$ cat src/design/vsd_pkg.sv
// Shared types and constants for the varint stream decoder.
// No dependencies; used by vsd_step and varint_stream_decoder.
package vsd_pkg;

    typedef enum logic [1:0] {
        FMT_SIGNED   = 2'd0,
        FMT_UNSIGNED = 2'd1,
        FMT_MOD4     = 2'd2
    } format_t;

    localparam format_t FORMAT_RESET = FMT_UNSIGNED;

    localparam logic [7:0] LOW6_MASK    = 8'b0011_1111;
    localparam logic [7:0] LOW7_MASK    = 8'b0111_1111;
    localparam logic [7:0] CONT_BIT     = 8'b1000_0000;
    localparam logic [7:0] SGN_CONT_BIT = 8'b0100_0000;

    // Decoder state carried from one byte to the next.
    typedef struct packed {
        logic [31:0] acc;
        logic [2:0]  idx;
        logic        neg;
    } dec_state_t;

    // One step's outcome: next state plus a possible result.
    typedef struct packed {
        dec_state_t  state;
        logic        done;
        logic [31:0] value;
        logic [2:0]  count;
    } step_result_t;

endpackage

$ cat src/design/vsd_step.sv
// Combinational decode of one stream byte against the current state.
// Depends on vsd_pkg for the format codes and state structs.
module vsd_step (
    input  vsd_pkg::format_t     fmt,
    input  vsd_pkg::dec_state_t  cur,
    input  logic [7:0]           data_byte,
    output vsd_pkg::step_result_t res
);

    logic [31:0] grp7;
    logic [31:0] add;
    logic [31:0] acc_or;
    logic        more;
    logic        neg_n;
    logic [31:0] value;

    assign grp7 = {24'd0, data_byte & vsd_pkg::LOW7_MASK};

    always_comb begin
        add   = 32'd0;
        more  = 1'b0;
        neg_n = cur.neg;
        case (fmt)
            vsd_pkg::FMT_SIGNED: begin
                case (cur.idx)
                    3'd0: begin
                        add   = {24'd0, data_byte & vsd_pkg::LOW6_MASK};
                        neg_n = data_byte[7];
                        more  = (data_byte & vsd_pkg::SGN_CONT_BIT) != 8'd0;
                    end
                    3'd1: begin
                        add  = grp7 << 6;
                        more = (data_byte & vsd_pkg::CONT_BIT) != 8'd0;
                    end
                    3'd2: begin
                        add  = grp7 << 13;
                        more = (data_byte & vsd_pkg::CONT_BIT) != 8'd0;
                    end
                    3'd3: begin
                        add  = grp7 << 20;
                        more = (data_byte & vsd_pkg::CONT_BIT) != 8'd0;
                    end
                    default: begin
                        add = {data_byte[4:0], 27'd0};
                    end
                endcase
            end
            vsd_pkg::FMT_MOD4: begin
                case (cur.idx)
                    3'd0: begin
                        add  = grp7;
                        more = (data_byte & vsd_pkg::CONT_BIT) != 8'd0;
                    end
                    3'd1: begin
                        add  = grp7 << 7;
                        more = (data_byte & vsd_pkg::CONT_BIT) != 8'd0;
                    end
                    3'd2: begin
                        add  = grp7 << 14;
                        more = (data_byte & vsd_pkg::CONT_BIT) != 8'd0;
                    end
                    default: begin
                        add = {3'd0, data_byte, 21'd0};
                    end
                endcase
            end
            default: begin
                // unsigned, and the unused code decodes the same way
                case (cur.idx)
                    3'd0: begin
                        add  = grp7;
                        more = (data_byte & vsd_pkg::CONT_BIT) != 8'd0;
                    end
                    3'd1: begin
                        add  = grp7 << 7;
                        more = (data_byte & vsd_pkg::CONT_BIT) != 8'd0;
                    end
                    3'd2: begin
                        add  = grp7 << 14;
                        more = (data_byte & vsd_pkg::CONT_BIT) != 8'd0;
                    end
                    3'd3: begin
                        add  = grp7 << 21;
                        more = (data_byte & vsd_pkg::CONT_BIT) != 8'd0;
                    end
                    default: begin
                        add = {data_byte[3:0], 28'd0};
                    end
                endcase
            end
        endcase
    end

    assign acc_or = cur.acc | add;
    assign value  = (fmt == vsd_pkg::FMT_SIGNED && neg_n) ? (32'd0 - acc_or) : acc_or;

    always_comb begin
        res.done  = !more;
        res.value = value;
        res.count = cur.idx + 3'd1;
        if (more) begin
            res.state.acc = acc_or;
            res.state.idx = cur.idx + 3'd1;
            res.state.neg = neg_n;
        end else begin
            // value complete: start fresh
            res.state.acc = 32'd0;
            res.state.idx = 3'd0;
            res.state.neg = 1'b0;
        end
    end

endmodule

$ cat src/design/varint_stream_decoder.sv
// Top level of the varint stream decoder: state, format register, result register.
// Depends on vsd_pkg and vsd_step.
//
// Usage:
//   s_valid/s_ready/s_data_byte carry the encoded byte stream, one byte per
//   request. m_valid/m_ready/m_value/m_byte_count carry one decoded value per
//   request, emitted on the byte that ends it. cfg_valid/cfg_ready/cfg_data
//   write the format register (0 signed sign-magnitude, 1 unsigned,
//   2 four-byte modified); a write also drops any partial value.
//   Throughput: one byte per cycle unless stalled. Each byte is decoded by a
//   single layer of shift/OR logic plus a 32-bit negate feeding the result
//   register; a final byte's result appears on m_ the cycle after it is accepted.
//   The result register is the only buffer: s_ready stays high while it is
//   empty or being drained, and drops while a result waits on a stalled
//   receiver or a format write is offered. Bytes that end no value pass
//   without touching the output side except through that stall.
//   Reset (aresetn low, synchronous) selects format 1, clears the partial
//   value and empties the result register. cfg_ready is always high.
module varint_stream_decoder (
    input  logic        aclk,
    input  logic        aresetn,
    input  logic        s_valid,
    output logic        s_ready,
    input  logic [7:0]  s_data_byte,
    output logic        m_valid,
    input  logic        m_ready,
    output logic [31:0] m_value,
    output logic [2:0]  m_byte_count,
    input  logic        cfg_valid,
    output logic        cfg_ready,
    input  logic [1:0]  cfg_data
);

    vsd_pkg::format_t     format_reg;
    vsd_pkg::dec_state_t  state_reg;
    vsd_pkg::step_result_t step;
    logic                 out_valid_reg;
    logic [31:0]          out_value_reg;
    logic [2:0]           out_count_reg;
    logic                 s_fire;
    logic                 cfg_fire;

    vsd_step u_step (
        .fmt       (format_reg),
        .cur       (state_reg),
        .data_byte (s_data_byte),
        .res       (step)
    );

    assign cfg_ready = 1'b1;
    assign cfg_fire  = cfg_valid && cfg_ready;
    // hold bytes while a format write is offered
    assign s_ready   = (!out_valid_reg || m_ready) && !cfg_valid;
    assign s_fire    = s_valid && s_ready;

    always_ff @(posedge aclk) begin
        if (!aresetn) begin
            format_reg    <= vsd_pkg::FORMAT_RESET;
            state_reg     <= '0;
            out_valid_reg <= 1'b0;
        end else begin
            if (cfg_fire) begin
                format_reg <= vsd_pkg::format_t'(cfg_data);
                state_reg  <= '0;
            end else if (s_fire) begin
                state_reg <= step.state;
            end
            if (s_fire && !cfg_fire) begin
                out_valid_reg <= step.done;
            end else if (m_ready) begin
                out_valid_reg <= 1'b0;
            end
        end
    end

    // payload: load only with a finished value
    always_ff @(posedge aclk) begin
        if (s_fire && step.done) begin
            out_value_reg <= step.value;
            out_count_reg <= step.count;
        end
    end

    assign m_valid      = out_valid_reg;
    assign m_value      = out_value_reg;
    assign m_byte_count = out_count_reg;

endmodule
$ cat config.mk
export PLATFORM = sky130hd
export DESIGN_NAME = varint_stream_decoder
export DESIGN_NICKNAME = d
export VERILOG_FILES = /design/src/design/vsd_pkg.sv /design/src/design/vsd_step.sv /design/src/design/varint_stream_decoder.sv
export SDC_FILE = /design/constraint.sdc
export NUM_CORES = 1
export LEC_CHECK = 0
export BUFFER_PORTS_ARGS = -buffer_cell sky130_fd_sc_hd__clkbuf_2
export CAP_MARGIN = 5
export CORE_MARGIN = 1.5
export CORE_UTILIZATION = 30
export DETAILED_ROUTE_END_ITERATION = 10
export HOLD_SLACK_MARGIN = 0.05
export RECOVER_POWER = 25
export REMOVE_ABC_BUFFERS = 1
export SYNTH_ARGS = -nofsm -noshare
export SYNTH_HDL_FRONTEND = slang
export SYNTH_SLANG_ARGS = --single-unit
$ cat constraint.sdc
create_clock -name aclk -period 4.4 [get_ports aclk]
set_clock_uncertainty 0.1 [all_clocks]
set_input_delay 0.66 -clock aclk [delete_from_list [all_inputs] [get_ports aclk]]
set_output_delay 0.66 -clock aclk [all_outputs]
set_load 0.1 [all_outputs]
==> run_results.csv <==
group,metric,value,unit
status,status,"finished, final reports clean",
worst_setup_path,end_kind,"register",
clock_tree,cts_made_buffers,9,
placed_design,gp_congestion,0.859,
worst_setup_path,slowest_delay,0.40,ns
clock_tree,cts_root_buffer,"clkbuf_16",
job,maxCapViolCount,0,
worst_setup_path,path_buf_inv,1,
clock_tree,cts_tree,"yes",
worst_setup_path,crit_fanout,12,
power,power_leakage,1.63,nW
worst_setup_path,crit_path_start_kind,"register",
drt,first_iter_violations,294,
clock_tree,ctsHoldBuffers,0,
drt,wl_per_cell,16.0,um
cells_and_area,nNetsFinal,493,
timing,tightest_slew,1.19,ns
global_routing,grt_first_pass_wirelength,16.9,mm
timing,finalHoldViolations,0,
drt,routed_via_density,5.17,
drt,drc,0,
timing,slew_viol_final,0,
drt,first_pass_iters,5,
synthesis,ys_warn_count,0,
drt,wl,10.5,mm
synthesis,synth_common_cells,"nor2_1 (60), a21oi_1 (49), dfxtp_1 (39)",
synthesis,async_flop_share,0,%
synthesis,synth_area_leader_cell,"edfxtp_1",
synthesis,synth_cell_types,63,
placed_design,portBuffers,51,
worst_setup_path,critical_path_required,4.39,ns
cells_and_area,largest_register_ffs,36,
die,initial_core_util,30.5,%
clock_tree,clock-sinks,74,
clock_tree,clockBufferDepth,2,
clock_tree,post_cts_buffers,0,
power,finalPower,0.00174,W
worst_setup_path,worstPathCellList,"inv_1, ha_1, nor2b_1, a21oi_1, ha_1, o2111ai_1, nor4_1, and3_1, a41oi_1, xnor2_1",
worst_setup_path,arrival,3.29,ns
power,p_per_area,374,mW/mm^2
cells_and_area,drive_above_1_share,11.5,%
global_routing,grt_pass1_vias,3356,
placed_design,dpl.cell_count,637,
power,ir_worst_vdd,0.000212,V
synthesis,synth-edff-count,35,
global_routing,grtUsageTotal,15.2,%
global_routing,gr-total-overflow,0,
synthesis,syn_area_per_cell,9.28,sq um
synthesis,yosysSeqAreaShare,45.5,%
drt,num_vias,3379,
die,dieArea,0.0141,sq mm
drt,ant_nets,0,
cells_and_area,antenna_cells,0,
timing,fin_crit,3.31,ns
timing,setup_viol,0,
worst_setup_path,crit_top_cell,"ha_1",
worst_setup_path,critPathKind,"register to register",
synthesis,syn_inst,434,
clock_tree,cts_resized,0,
clock_tree,cts.htree.levels,3,
clock_tree,clkTransAtPathRegs,0.06,ns
cells_and_area,num-fill-cells,1345,
die,die_w,119,um
die,fp.coreArea,0.0132,sq mm
global_routing,antenna_found_initial,0,
die,ios,53,
timing,min_period_over_period,75.2,%
timing,rsz0062_at_grt,"false",
cells_and_area,area_growth,15.1,%
die,die-height,119,um
clock_tree,insertion_delay,0.34,ns
synthesis,post-synth-top-count-cell,"nor2_1",
synthesis,ys_ff_latch,74,
cells_and_area,stdcell_count,653,
die,rows,42,
synthesis,synth.area.top_cells,"edfxtp_1 (26%), dfxtp_1 (19%), a21oi_1 (6.1%)",
placed_design,dp_hpwl,7.36,mm
synthesis,netlist_area,0.00403,sq mm
worst_hold_path,hold_class,"register to register",
timing,clock.fmax,302,MHz
synthesis,yosysTopAreaCellShare,26.1,%
synthesis,synth-main-ff-cell,"dfxtp_1",
worst_setup_path,crit_family,"simple AND/OR/NAND/NOR gates",
timing,max-slew-margin-rel,20.9,%
global_routing,grt_max_degree,26,
worst_setup_path,crit_slowest_cell,"and3_1",
-- placed cells by master, fill, tap and decap left out, drive strengths merged, types with 3 or more instances in the layout --
cell type,synthesis,final
a211oi,4,4
a21o,8,8
a21oi,49,49
a221oi,3,3
a31oi,10,10
and2,3,3
and3,3,3
buf,12,3
clkbuf,15,64
dfxtp,39,39
edfxtp,35,35
ha,6,6
inv,12,13
mux2i,3,3
nand2,27,27
nand2b,7,7
nand3,9,9
nand3b,3,3
nor2,60,60
nor2b,5,5
nor3,14,14
nor3b,9,9
nor4,7,7
o211ai,5,5
o21a,5,5
o21ai,19,19
o41ai,3,3
xnor2,17,17
xor2,11,11
-- cells by family after synthesis --
logic type | Yosys count | share of synthesized area (%)
flip-flops | 74 | 45.5
AO/OA/AOI/OAI | 125 | 20.3
buffers and inverters | 39 | 4.97
multiplexers | 4 | 1.02
XOR/XNOR | 28 | 6.09
AND/OR/NAND/NOR | 157 | 20.2
other | 1 | 0.0931
adder cells (fa/ha/maj) | 6 | 1.86
-- per-layer routing --
metal / part of all wire, % / global-route usage, % / vias up
li1: - / - / 1644
met1: 47 / 20.1 / 1610
met2: 46 / 24.0 / 111
met3: 5.6 / 3.50 / 14
met4: 1.8 / 6.48 / 0
met5: 0 / 0 / -
-- final timing paths --
kind | start | end | slack, ns | depth (start not counted)
min reg2reg | state_reg[2]$_SDFFE_PP0P_ | state_reg[2]$_SDFFE_PP0P_ | 0.39 | 2
max reg2reg | state_reg[1]$_SDFFE_PP0P_ | m_value[30]$_DFFE_PP_ | 1.09 | 10
max | state_reg[1]$_SDFFE_PP0P_ | m_value[30]$_DFFE_PP_ | 1.09 | 10
min | state_reg[2]$_SDFFE_PP0P_ | state_reg[2]$_SDFFE_PP0P_ | 0.39 | 2
-- worst reg2reg max path, delay by kind of cell (launching register included) --
kind,cells,cell delay (ns)
adders and majority gates,2,0.51
and+or+nand+nor,3,1.03
buffers and inverters,1,0.10
AOI/OAI and AO/OA,3,0.74
xor gates and xnor gates,1,0.19
DFF,1,0.39
-- final cells by class --
type / instances / area, sq um / area share (%)
clock buffers: 13 / 272 / 5.86
clock inverters: 3 / 20.0 / 0.432
inverters: 12 / 45.0 / 0.972
multi-input cells: 321 / 2010 / 43.3
flip-flops and latches: 74 / 1830 / 39.5
well taps: 176 / 220 / 4.75
repair buffers: 54 / 239 / 5.16
-- report_power, final --
part	internal (W)	switching [W]	leakage [nW]	total, W
logic	0.0000599	0.000208	0.830	0.000268
clock network	0.000432	0.000280	0.145	0.000712
registers	0.000742	0.0000131	0.657	0.000755
total	0.00123	0.000501	1.63	0.00174
-- stage by stage --
step	instance area [sq um]	utilization, %	setup WS (ns)	setup TNS [ns]	hold slack [ns]
global route	4640	35.1	0.794	0	0.413
CTS	4670	35.4	1.09	0	0.393
detailed placement	4380	33.2	1.10	0	0.380
finish	4640	35.1	1.09	0	0.392
global placement	4380	33.2	1.15	0	0.365
floorplan	3870	-	-0.791	-40.21	0.351
Power figures use the tool's default switching activity.
